[config.mk]
export PLATFORM = sky130hd
export DESIGN_NAME = modbus_reply_crc_checker_top_flat
export DESIGN_NICKNAME = d
export VERILOG_FILES = /design/src/rtl/mrcc_pkg.sv /design/src/rtl/mrcc_if.sv /design/src/rtl/mrcc_frame.sv /design/src/rtl/modbus_reply_crc_checker_top.sv /design/src/flat_wrapper.sv
export VERILOG_INCLUDE_DIRS = /design/src /design/src/rtl
export SDC_FILE = /design/constraint.sdc
export NUM_CORES = 1
export LEC_CHECK = 0
export BUFFER_PORTS_ARGS = -buffer_cell sky130_fd_sc_hd__buf_4
export CAP_MARGIN = 20
export CORE_ASPECT_RATIO = 0.6
export CORE_UTILIZATION = 30
export DETAILED_ROUTE_END_ITERATION = 6
export PLACE_DENSITY = 0.53
export SLEW_MARGIN = 20
export SYNTH_ARGS = -nofsm -noshare
export SYNTH_HDL_FRONTEND = slang
export SYNTH_SLANG_ARGS = --single-unit
[constraint.sdc]
create_clock -name clk -period 6.9 [get_ports clk]
set_clock_uncertainty 0.1 [all_clocks]
set_input_delay 0.345 -clock clk [delete_from_list [all_inputs] [get_ports clk]]
set_output_delay 0.345 -clock clk [all_outputs]
set_load 0.05 [all_outputs]
[src/rtl/modbus_reply_crc_checker_top_macros.svh]
// assertion macros for the modbus reply crc checker
`ifndef MODBUS_REPLY_CRC_CHECKER_TOP_MACROS_SVH
`define MODBUS_REPLY_CRC_CHECKER_TOP_MACROS_SVH

// same-cycle implication, sampled on clk, quiet in reset
`define MRCC_ASSERT_NOW(label, ante, cons) \
  label: assert property (@(posedge clk) disable iff (!rst_n) (ante) |-> (cons)) \
    else $error("mrcc assertion failed");

// next-cycle implication, sampled on clk, quiet in reset
`define MRCC_ASSERT_NEXT(label, ante, cons) \
  label: assert property (@(posedge clk) disable iff (!rst_n) (ante) |=> (cons)) \
    else $error("mrcc assertion failed");

`endif

[src/rtl/mrcc_pkg.sv]
// types, constants and crc function for the modbus reply crc checker
package mrcc_pkg;

  typedef logic [2:0]  pos_t;
  typedef logic [15:0] crc_t;

  localparam pos_t POS_IDLE   = 3'd7;
  localparam pos_t POS_FIRST  = 3'd0;
  localparam pos_t POS_VAL_HI = 3'd3;
  localparam pos_t POS_VAL_LO = 3'd4;
  localparam pos_t POS_CRC_LO = 3'd5;
  localparam pos_t POS_LAST   = 3'd6;
  localparam pos_t CRC_SPAN   = 3'd5;

  localparam crc_t CRC_INIT = 16'hFFFF;
  localparam crc_t CRC_POLY = 16'hA001;

  typedef struct packed {
    logic [7:0] rx_byte;
    logic       frame_start;
  } item_t;

  typedef struct packed {
    logic [15:0] register_value;
    logic        crc_match;
  } result_t;

  // one byte of crc-16/modbus, reflected, unrolled over eight bits
  function automatic crc_t crc_update(input crc_t crc_in, input logic [7:0] data);
    crc_t c;
    c = crc_in ^ {8'h00, data};
    for (int k = 0; k < 8; k++) begin
      if (c[0]) begin
        c = (c >> 1) ^ CRC_POLY;
      end else begin
        c = c >> 1;
      end
    end
    return c;
  endfunction

endpackage

[src/rtl/mrcc_if.sv]
// valid/ready channel interfaces for the modbus reply crc checker
interface mrcc_in_if;
  logic       valid;
  logic       ready;
  logic [7:0] rx_byte;
  logic       frame_start;

  modport source (output valid, output rx_byte, output frame_start, input ready);
  modport sink   (input valid, input rx_byte, input frame_start, output ready);
endinterface

interface mrcc_out_if;
  logic        valid;
  logic        ready;
  logic [15:0] register_value;
  logic        crc_match;

  modport source (output valid, output register_value, output crc_match, input ready);
  modport sink   (input valid, input register_value, input crc_match, output ready);
endinterface

[src/rtl/mrcc_frame.sv]
// frame position, running crc and value capture for one reply frame
module mrcc_frame (
  input  logic              clk,
  input  logic              rst_n,
  input  logic              step,
  input  mrcc_pkg::item_t   item,
  output logic              has_result,
  output mrcc_pkg::result_t result
);

  mrcc_pkg::pos_t pos_r;
  mrcc_pkg::pos_t pos_nxt;
  mrcc_pkg::crc_t crc_r;
  mrcc_pkg::crc_t crc_nxt;
  logic [15:0]    value_r;
  logic [15:0]    value_nxt;
  logic [7:0]     crc_lo_r;
  logic [7:0]     crc_lo_nxt;

  mrcc_pkg::pos_t pos_eff;
  mrcc_pkg::crc_t crc_eff;
  logic           active;

  assign pos_eff = item.frame_start ? mrcc_pkg::POS_FIRST : pos_r;
  assign crc_eff = item.frame_start ? mrcc_pkg::CRC_INIT : crc_r;
  assign active  = (pos_eff != mrcc_pkg::POS_IDLE);

  assign has_result            = (pos_eff == mrcc_pkg::POS_LAST);
  assign result.register_value = value_r;
  assign result.crc_match      = (crc_r == {item.rx_byte, crc_lo_r});

  always_comb begin
    pos_nxt    = pos_r;
    crc_nxt    = crc_r;
    value_nxt  = value_r;
    crc_lo_nxt = crc_lo_r;
    if (active) begin
      if (pos_eff < mrcc_pkg::CRC_SPAN) begin
        crc_nxt = mrcc_pkg::crc_update(crc_eff, item.rx_byte);
      end
      unique case (pos_eff)
        mrcc_pkg::POS_VAL_HI: value_nxt  = {item.rx_byte, value_r[7:0]};
        mrcc_pkg::POS_VAL_LO: value_nxt  = {value_r[15:8], item.rx_byte};
        mrcc_pkg::POS_CRC_LO: crc_lo_nxt = item.rx_byte;
        default: ;
      endcase
      if (pos_eff == mrcc_pkg::POS_LAST) begin
        pos_nxt = mrcc_pkg::POS_IDLE;
      end else begin
        pos_nxt = pos_eff + 3'd1;
      end
    end
  end

  always_ff @(posedge clk) begin
    if (!rst_n) begin
      pos_r    <= mrcc_pkg::POS_IDLE;
      crc_r    <= mrcc_pkg::CRC_INIT;
      value_r  <= '0;
      crc_lo_r <= '0;
    end else if (step) begin
      pos_r    <= pos_nxt;
      crc_r    <= crc_nxt;
      value_r  <= value_nxt;
      crc_lo_r <= crc_lo_nxt;
    end
  end

endmodule

[src/rtl/modbus_reply_crc_checker_top.sv]
// modbus rtu reply crc checker, top level with input and result registers
//
// in_ch carries received uart bytes of a 7-byte read-register reply, one per
// transaction, with frame_start marking byte 0. out_ch carries one transaction
// per complete frame: the register value from bytes 3 and 4 (high first) and
// crc_match, set when bytes 5 (low) and 6 (high) equal the crc-16/modbus of
// bytes 0 to 4. a frame_start byte always restarts framing; bytes after the
// seventh, or before any frame start, give nothing.
// each byte sits in the input register while the position counter,
// one unrolled byte-wide crc update and the capture logic act on it; a result
// is loaded into the output register as the byte leaves the input register,
// so out_ch.valid rises once the last byte has passed the input register.
// one byte is taken every cycle. when out_ch stalls with a result held, bytes
// that give no result still pass; a byte that would give a result waits in the
// input register and in_ch.ready drops until the output register frees.
// reset (rst_n low at a clock edge) empties both registers and puts the frame
// logic back to waiting for a frame start.
`include "modbus_reply_crc_checker_top_macros.svh"

module modbus_reply_crc_checker_top (
  input  logic       clk,
  input  logic       rst_n,
  mrcc_in_if.sink    in_ch,
  mrcc_out_if.source out_ch
);

  mrcc_pkg::item_t   item_r;
  logic              in_valid_r;
  mrcc_pkg::result_t res_r;
  logic              out_valid_r;

  logic              in_acc;
  logic              out_free;
  logic              s1_adv;
  logic              has_result;
  mrcc_pkg::result_t result;

  assign out_free    = !out_valid_r || out_ch.ready;
  assign s1_adv      = in_valid_r && (!has_result || out_free);
  assign in_ch.ready = !in_valid_r || s1_adv;
  assign in_acc      = in_ch.valid && in_ch.ready;

  assign out_ch.valid          = out_valid_r;
  assign out_ch.register_value = res_r.register_value;
  assign out_ch.crc_match      = res_r.crc_match;

  mrcc_frame u_frame (
    .clk        (clk),
    .rst_n      (rst_n),
    .step       (s1_adv),
    .item       (item_r),
    .has_result (has_result),
    .result     (result)
  );

  always_ff @(posedge clk) begin
    if (!rst_n) begin
      in_valid_r  <= 1'b0;
      out_valid_r <= 1'b0;
    end else begin
      if (in_acc) begin
        in_valid_r <= 1'b1;
      end else if (s1_adv) begin
        in_valid_r <= 1'b0;
      end
      if (s1_adv && has_result) begin
        out_valid_r <= 1'b1;
      end else if (out_ch.ready) begin
        out_valid_r <= 1'b0;
      end
    end
  end

  always_ff @(posedge clk) begin
    if (in_acc) begin
      item_r <= '{rx_byte: in_ch.rx_byte, frame_start: in_ch.frame_start};
    end
    if (s1_adv && has_result) begin
      res_r <= result;
    end
  end

  // a finished frame always lands in the result register
  `MRCC_ASSERT_NEXT(a_result_loaded, s1_adv && has_result, out_valid_r)
  // a frame start byte can never close a frame
  `MRCC_ASSERT_NOW(a_start_no_result, in_valid_r && item_r.frame_start, !has_result)
  // a taken result with nothing behind it empties the output register
  `MRCC_ASSERT_NEXT(a_result_drained,
                    out_valid_r && out_ch.ready && !(s1_adv && has_result), !out_valid_r)
  // a byte held in the input register keeps its contents
  `MRCC_ASSERT_NEXT(a_item_held, in_valid_r && !s1_adv, in_valid_r && $stable(item_r))

endmodule
[src/flat_wrapper.sv]
// flat-port wrapper written by rule: the top's interface ports become plain ports
module modbus_reply_crc_checker_top_flat 
  (clk, rst_n, in_ch_valid, in_ch_rx_byte, in_ch_frame_start, in_ch_ready, out_ch_valid, out_ch_register_value, out_ch_crc_match, out_ch_ready);
  mrcc_in_if in_ch_i ();
  mrcc_out_if out_ch_i ();
  input  logic clk;
  input  logic rst_n;
  input wire logic [$bits(in_ch_i.valid)-1:0] in_ch_valid;
  input wire logic [$bits(in_ch_i.rx_byte)-1:0] in_ch_rx_byte;
  input wire logic [$bits(in_ch_i.frame_start)-1:0] in_ch_frame_start;
  output wire logic [$bits(in_ch_i.ready)-1:0] in_ch_ready;
  output wire logic [$bits(out_ch_i.valid)-1:0] out_ch_valid;
  output wire logic [$bits(out_ch_i.register_value)-1:0] out_ch_register_value;
  output wire logic [$bits(out_ch_i.crc_match)-1:0] out_ch_crc_match;
  input wire logic [$bits(out_ch_i.ready)-1:0] out_ch_ready;
  assign in_ch_i.valid = in_ch_valid;
  assign in_ch_i.rx_byte = in_ch_rx_byte;
  assign in_ch_i.frame_start = in_ch_frame_start;
  assign in_ch_ready = in_ch_i.ready;
  assign out_ch_valid = out_ch_i.valid;
  assign out_ch_register_value = out_ch_i.register_value;
  assign out_ch_crc_match = out_ch_i.crc_match;
  assign out_ch_i.ready = out_ch_ready;
  modbus_reply_crc_checker_top u_core (.clk(clk), .rst_n(rst_n), .in_ch(in_ch_i), .out_ch(out_ch_i));
endmodule
# Word level (Yosys, flattened, before mapping)
# Cells that the tools add are included.
# classes
n_addsub,1
magnitude_cmp,1
n_eq_ne,6
muxes,30
bitwise_logic,11
n_reduce_logical,16
# op_table
cell,n
$mux W16,23
$pmux W16 S2,1
$not A2 Y3,8
$eq A16 B16 Y1,1
$xor A16 B8 Y16,1
$eq A3 B3 Y1 const B,3
$reduce_and A4 Y1,2
$mux W3,2
$reduce_and A3 Y1,2
$mux W1,4
$reduce_bool A2 Y1,2
$add A3 B1 Y3 const B,1
$eq A3 B2 Y1 const B,1
$logic_and A1 B1 Y1,3
$logic_not A1 Y1,3
$logic_or A1 B1 Y1,3
$lt A3 B3 Y1 const B,1
$ne A3 B3 Y1 const B,1
$not A1 Y1,2
$reduce_and A2 Y1,1
# totals
register_bits,71
output_inout_bits,19

# Longest topological paths before layout
# Gate-level depths: netlist (run 1).
# logic_depth
depth_word,32
depth_mapped,12

# Cells and area by module
# From an unflattened synthesis (run 1), not the netlist that was laid out.
# unflattened
hier_cells,293
area_unflattened_um2,3215.6
# by_module_without_submodules
mod,instances,cells_each,area_each_um2,seq_area_each_um2
mrcc_frame,1,255,2317.2,860.8
modbus_reply_crc_checker_top,1,38,898.4,820.8

# Least setup slack after synthesis (run 1)
# No wires, ideal clock.
# synth_timing
path_kind,register to register
startpoint,register u_core.item_r[0] in the netlist's numbering
endpoint,"register u_core.res_r, in the netlist u_core.out_ch.crc_match (enable)"
arrival_ps,2286
required_time_ps,6410
slack_ps,4124
path_stages_with_launch,9
cell_sequence,edfxtp_1 -> buf_2 -> buf_1 -> nand2b_1 -> inv_1 -> ha_1 -> nand3b_1 -> o21ai_1 -> nor2_1
# synth_via
elab_chain_len,6
# synth_lines
item,line,source
from (decl),modbus_reply_crc_checker_top.sv:27,mrcc_pkg::item_t item_r;
from (signal assigned),modbus_reply_crc_checker_top.sv:76,"item_r <= '{rx_byte: in_ch.rx_byte, frame_start: in_ch.frame_start};"
$mux W3 (*),mrcc_frame.sv:24,assign pos_eff = item.frame_start ? mrcc_pkg::POS_FIRST : pos_r;
$eq A3 B3 Y1 (*),mrcc_frame.sv:28,assign has_result = (pos_eff == mrcc_pkg::POS_LAST);
$logic_not A1 Y1,modbus_reply_crc_checker_top.sv:39,assign s1_adv = in_valid_r && (!has_result || out_free);
$logic_or A1 B1 Y1,modbus_reply_crc_checker_top.sv:39,
$logic_and A1 B1 Y1,modbus_reply_crc_checker_top.sv:39,
$logic_and A1 B1 Y1 (*),modbus_reply_crc_checker_top.sv:78,if (s1_adv && has_result) begin
to (signal assigned),modbus_reply_crc_checker_top.sv:79,res_r <= result;
to (decl),modbus_reply_crc_checker_top.sv:29,mrcc_pkg::result_t res_r;
# Mark *: on every way between the ends. The rest lies on a longest branch, timed or not.
# A chain may end at the register's enable or synchronous reset.

# Worst setup path in the final report (run 1)
# layout_timing
startpoint,register u_core.item_r[0] in the netlist's numbering
endpoint,register u_core.u_frame.crc_r[4]
# layout_via
elab_chain_len,24
word_cells_on_any_way,32
cone_classes,order compare: 1; eq/ne: 2; mux: 24; bitwise: 1; reduce/logical: 4
# layout_lines
item,line,source
$mux W16,mrcc_frame.sv:25,assign crc_eff = item.frame_start ? mrcc_pkg::CRC_INIT : crc_r;
$xor A16 B8 Y16,mrcc_pkg.sv:31,"c = crc_in ^ {8'h00, data};"
$mux W16,mrcc_pkg.sv:33,if (c[0]) begin
$mux W16,mrcc_frame.sv:38,if (pos_eff < mrcc_pkg::CRC_SPAN) begin
$mux W16,mrcc_frame.sv:37,if (active) begin
$mux W16,mrcc_pkg.sv:33,
$mux W16,mrcc_frame.sv:38,
$mux W16,mrcc_frame.sv:37,
[... 8 more ...],n/a,
$mux W16,mrcc_frame.sv:37,
$mux W16,mrcc_pkg.sv:33,
$mux W16,mrcc_frame.sv:38,
$mux W16,mrcc_frame.sv:37,
$mux W16,mrcc_pkg.sv:33,
$mux W16,mrcc_frame.sv:38,
$mux W16,mrcc_frame.sv:37,
$mux W16,mrcc_pkg.sv:33,
to (signal assigned),mrcc_frame.sv:58,crc_r <= mrcc_pkg::CRC_INIT;
to (signal assigned),mrcc_frame.sv:63,crc_r <= crc_nxt;
to (decl),mrcc_frame.sv:13,mrcc_pkg::crc_t crc_r;
# Parallel ways exist; a longest one is shown, timed or not. The select of a mux whose other input is x is not followed.

==> impl_metrics.yaml, run 1 <==
min_path:
  min_path_type: "input pin to flip-flop"
placement:
  dp.cells: 426
  place_ws_ns: 3.65
  portBuffers: 31
  dp_hpwl_um: 4470
  place_area_um2: 3500
  place_congestion: 0.775
timing:
  relSlewSlack: 0.450
  hold_viol: 0
  fin_setup_tns_ns: 0
  worst_pin_slew_ns: 0.823
  min_period_over_period: 0.469
  worst_slack_ns: 3.66
  holdWs_ns: 0.0911
  timing.fmax_mhz: 309
  rsz0062_at_grt: "no"
  post-route-min-period_ns: 3.24
  final-setup-viol-count: 0
  drv_slew: 0
critical_path:
  critPathTopFamily: "simple AND/OR/NAND/NOR gates"
  cp.required_ns: 6.99
  critPathSlowestCell: "edfxtp_1"
  slowest_delay_ns: 0.85
  critPathKind: "flip-flop to flip-flop"
  cp_max_fo: 25
  cp_num_buf_inv: 1
  worst_setup_path_start_kind: "flip-flop"
  worstPathArrival_ns: 3.33
  crit_chain: "nand2b_1 > inv_1 > ha_1 > nand3b_1 > o21ai_1 > nor2_2 > nand2_1 > nor3_1 > o21ai_0"
  crit_path_end_kind: "flip-flop"
clock_tree:
  cts_buffers: 9
  postCtsHoldBufs: 0
  cts.sinks: 71
  clock_latency_ns: 0.33
  cts-root-buf: "clkbuf_16"
  path_clk_slew_ns: 0.06
  htreeDepth: 3
  cts_resized: 0
  cts_tree: "yes"
  clock_path_buffers: 2
  post_cts_buffers: 0
layout:
  layout_common_cells: "dfxtp_1 (45), xnor2_1 (36), buf_4 (33)"
  fin_cells: 442
  drive_gt1_frac: 0.179
  final_util: 0.379
  syn_to_final_growth_pct: 20.0
  final_area_um2: 3820
  mostFrequentLayoutCell: "dfxtp_1"
  fin_nets: 322
  antenna_cells: 0
synth:
  ys_seq_elements: 71
  synthCells: 278
  ys_seq_area_frac: 0.528
  syn_avg_cell_area_um2: 11.5
  synth_ff_type: "dfxtp_1"
  async_flop_share: 0
  syn_area_um2: 3190
  syn-num-nets: 298
  synth_cell_type_count: 37
  yosys_warnings: 0
  synth_edf_count: 26
job:
  maxCapViolations: 0
die:
  fp.dieW_um: 135
  die_y_um: 81.8
  io_pins: 32
  core_area_um2: 10100
  die-area_um2: 11100
  start_util: 0.316
  row_count: 28
power_and_ir_drop:
  peakVddDrop_mv: 0.145
  switchingPower_uw: 235
  p_int_uw: 811
  total_power_mw: 1.05
  clockPowerShare: 0.474
  p_per_area_nw_per_um2: 274
  p_seq_frac: 0.442
  p_leak_nw: 1.54
  swShare: 0.225
  combPwrFrac: 0.084
grt:
  grt_pass1_vias: 1779
  grt_usage: 0.127
  grt_max_degree: 46
  grt_antenna_before_repair: 0
  grt_pass1_wl_um: 10000
  grt-ovfl-total: 0
route:
  viasPerCell: 4.32
  wl_per_cell_um: 14.5
  antenna_left: 0
  vias: 1911
  drt_wl_total_um: 6400
  drc_errors: 0
  dr.pass1.iters: 4
  drtIter0Drc: 107
status:
  status: "complete, no violations"
-- path summary, 6_finish.rpt --
path                                                             start                                         to  slack, ns  cells after the start
worst max register to register              u_core.item_r[0]$_DFFE_PP_       u_core.u_frame.crc_r[4]$_SDFFE_PN1P_       3.66                      9
worst min-delay path                                  in_ch_rx_byte[1]                 u_core.item_r[2]$_DFFE_PP_       0.09                      1
worst max-delay path                        u_core.item_r[0]$_DFFE_PP_       u_core.u_frame.crc_r[4]$_SDFFE_PN1P_       3.66                      9
worst min register to register  u_core.u_frame.value_r[1]$_SDFFE_PN0P_  u_core.out_ch.register_value[1]$_DFFE_PP_       0.33                      0
-- cell type report --
cell class,instances,area [µm²]
clock buffers,10,229
clock inverters,6,92.6
fillers,1035,6270
inverters,5,18.8
multi-input cells,182,1390
flip-flops and latches,71,1680
well taps,135,169
repair buffers,33,248
-- kinds of logic (layout without fill, tap and decap cells) --
family                   Yosys count  after routing  synth area share
AND/OR/NAND/NOR                   82             82             0.134
flip-flops                        71             71             0.528
XOR/XNOR                          45             45             0.143
multiplexers                      26             26            0.0817
buffers and inverters             25             54            0.0377
AO/OA/AOI/OAI                     22             22            0.0487
adder cells (fa/ha/maj)            7              7            0.0275
-- synth_stat cells, types with 2 or more instances --
| library cell | n | share of area |
|---|---|---|
| edfxtp_1 | 26 | 0.24 |
| mux2i_1 | 26 | 0.082 |
| nor3_1 | 5 | 0.0079 |
| xor2_1 | 5 | 0.014 |
| nand2_1 | 17 | 0.020 |
| dfxtp_1 | 45 | 0.28 |
| nor2_1 | 18 | 0.021 |
| nor2b_1 | 26 | 0.051 |
| nand4_1 | 4 | 0.0079 |
| clkbuf_1 | 11 | 0.013 |
| nand3_1 | 2 | 0.0031 |
| nand2b_1 | 3 | 0.0059 |
| xnor3_1 | 2 | 0.014 |
| ha_1 | 7 | 0.027 |
| inv_1 | 5 | 0.0059 |
| o21ai_0 | 8 | 0.013 |
| buf_1 | 2 | 0.0024 |
| buf_2 | 4 | 0.0063 |
| o211ai_1 | 9 | 0.021 |
| xnor2_1 | 36 | 0.099 |
-- flip-flops by register name, indices dropped and copies added (netlist names) --
| name | cells |
|---|---|
| u_core.u_frame.crc_r | 16 |
| u_core.in_valid_r | 1 |
| u_core.out_ch.crc_match | 1 |
| u_core.out_ch.valid | 1 |
| u_core.u_frame.crc_lo_r | 8 |
| u_core.item_r | 9 |
| u_core.u_frame.value_r | 16 |
| u_core.out_ch.register_value | 16 |
| u_core.u_frame.pos_r | 3 |
-- power by group through the flow --
stage               clock network [mW]  registers [mW]  logic [mW]
detailed placement                   0           0.472      0.0876
CTS                              0.507           0.463      0.0882
global placement                     0           0.472      0.0866
global route                     0.526           0.464      0.0972
finish                           0.496           0.463      0.0876
floorplan                            0           0.462      0.0768
-- metal layers --
| metal | GRT usage | part of all wire |
|---|---|---|
| met5 | 0 | 0 |
| met4 | 0.0315 | 0.0059 |
| met1 | 0.191 | 0.57 |
| met3 | 0.0475 | 0.053 |
| met2 | 0.166 | 0.37 |
(Power assumes the default switching activity.)
==> inputs of run 2 (changes only) <==
==> constraint.sdc (replaced) <==
create_clock -name clk -period 3.25 [get_ports clk]
set_clock_uncertainty 0.1 [all_clocks]
set_input_delay 0.1625 -clock clk [delete_from_list [all_inputs] [get_ports clk]]
set_output_delay 0.1625 -clock clk [all_outputs]
set_load 0.05 [all_outputs]
==> run 2 against run 1 <==
Power is 100% higher. Clock-buffer cell count stayed put. Non-clock buffer count up 11. Register-to-register slack worse by 3.1 ns. Routed wire length grew 1.1%. Hold slack gained 0.040 ns. Global-route usage grew 0.51 points. Core utilization increased by 0.74 points. Sequential power is 110% higher. Maximum frequency rose by 21%. Critical endpoint is now u_core.u_frame.crc_r[5]$_SDFFE_PN1P_. Largest cell class unchanged.
==> impl_metrics.yaml, run 2 (synthesis results as in run 1) <==
clock_tree:
  path_clk_slew_ns: 0.06
  cts_buffers: 9
  cts.sinks: 71
  post_cts_buffers: 0
  cts_resized: 0
  clock_path_buffers: 2
  cts-root-buf: "clkbuf_16"
  clock_latency_ns: 0.33
  postCtsHoldBufs: 10
  cts_tree: "yes"
  htreeDepth: 3
grt:
  grt_pass1_wl_um: 10400
  grt_usage: 0.132
  grt_max_degree: 46
  grt-ovfl-total: 0
  grt_pass1_vias: 1856
  grt_antenna_before_repair: 0
route:
  vias: 1959
  drt_wl_total_um: 6470
  antenna_left: 0
  viasPerCell: 4.32
  drc_errors: 0
  drtIter0Drc: 111
  dr.pass1.iters: 4
  wl_per_cell_um: 14.3
layout:
  fin_cells: 453
  layout_common_cells: "dfxtp_1 (45), xnor2_1 (36), buf_4 (34)"
  final_util: 0.386
  drive_gt1_frac: 0.173
  antenna_cells: 0
  fin_nets: 333
  fillers: 1005
  final_area_um2: 3900
  syn_to_final_growth_pct: 22.3
  mostFrequentLayoutCell: "dfxtp_1"
critical_path:
  critPathSlowestCell: "nand2_1"
  crit_chain: "nand2b_1 > ha_1 > nand3b_1 > o21ai_1 > nor2_2 > nand2_1 > nor3_1 > o21ai_0"
  crit_path_end_kind: "flip-flop"
  cp_max_fo: 25
  cp_num_buf_inv: 0
  worst_setup_path_start_kind: "flip-flop"
  critPathKind: "flip-flop to flip-flop"
  slowest_delay_ns: 0.55
  critPathTopFamily: "simple AND/OR/NAND/NOR gates"
  cp.required_ns: 3.34
  worstPathArrival_ns: 2.76
power_and_ir_drop:
  clockPowerShare: 0.445
  switchingPower_uw: 484
  p_int_mw: 1.64
  peakVddDrop_mv: 0.322
  p_seq_frac: 0.460
  swShare: 0.227
  combPwrFrac: 0.095
  total_power_mw: 2.13
  p_leak_nw: 1.58
  p_per_area_nw_per_um2: 546
min_path:
  min_path_type: "input pin to flip-flop"
timing:
  post-route-min-period_ns: 2.67
  min_period_over_period: 0.822
  worst_slack_ns: 0.578
  timing.fmax_mhz: 374
  rsz0062_at_grt: "no"
  worst_pin_slew_ns: 0.806
  relSlewSlack: 0.463
  holdWs_ns: 0.131
  fin_setup_tns_ns: 0
  final-setup-viol-count: 0
  drv_slew: 0
  hold_viol: 0
placement:
  dp.cells: 427
  place_ws_ns: 0.599
  place_area_um2: 3510
  portBuffers: 31
  dp_hpwl_um: 4430
  place_congestion: 0.707
job:
  maxCapViolations: 0
die:
  die-area_um2: 11100
  die_y_um: 81.8
  io_pins: 32
  core_area_um2: 10100
  start_util: 0.316
  fp.dieW_um: 135
  row_count: 28
status:
  status: "complete, no violations"
run 2: cell types whose count changed in the layout (fill, tap and decap cells not counted):
cell,change
inv_6,-1
clkinv_1,+1
clkinvlp_4,-1
clkinv_2,+2
dlygate4sd3_1,+10
buf_4,+1
bufinv_16,-1
run 2: layer usage:
layer,track usage,part of all wire
met1,0.196,0.57
met2,0.174,0.38
met3,0.0481,0.042
met4,0.0404,0.0082
met5,0,0
run 2: worst paths after layout:
path | endpoint | depth (start not counted) | slack [ns] | start
worst max-delay path | u_core.u_frame.crc_r[5]$_SDFFE_PN1P_ | 8 | 0.58 | u_core.item_r[0]$_DFFE_PP_
worst min-delay path | u_core.u_frame.crc_r[0]$_SDFFE_PN1P_ | 2 | 0.13 | rst_n
worst max register to register | u_core.u_frame.crc_r[5]$_SDFFE_PN1P_ | 8 | 0.58 | u_core.item_r[0]$_DFFE_PP_
worst min register to register | u_core.out_ch.register_value[9]$_DFFE_PP_ | 0 | 0.33 | u_core.u_frame.value_r[9]$_SDFFE_PN0P_
run 2: power groups by stage:
stage	combinational, mW	sequential [mW]	clock (mW)
finish	0.201	0.979	0.947
global route	0.223	0.983	1.01
global placement	0.188	0.998	0
detailed placement	0.193	0.998	0
CTS	0.203	0.979	0.964
floorplan	0.163	0.980	0
run 2: final cells by class:
class / instances / area [µm²] / area share
tap: 135 / 169 / 0.0433
sequential: 71 / 1680 / 0.431
clock inverter: 6 / 60.1 / 0.0154
clock buffer: 10 / 229 / 0.0587
timing repair buffer: 44 / 355 / 0.0911
inverter: 5 / 18.8 / 0.00481
multi-input combinational: 182 / 1390 / 0.355
run 2: worst reg2reg max path: cells and delay by family (launching register included):
kind | cells | cell delay [ns]
flip-flops | 1 | 0.42
AO/OA/AOI/OAI | 2 | 0.23
adder cells (fa/ha/maj) | 1 | 0.23
AND/OR/NAND/NOR | 5 | 1.55
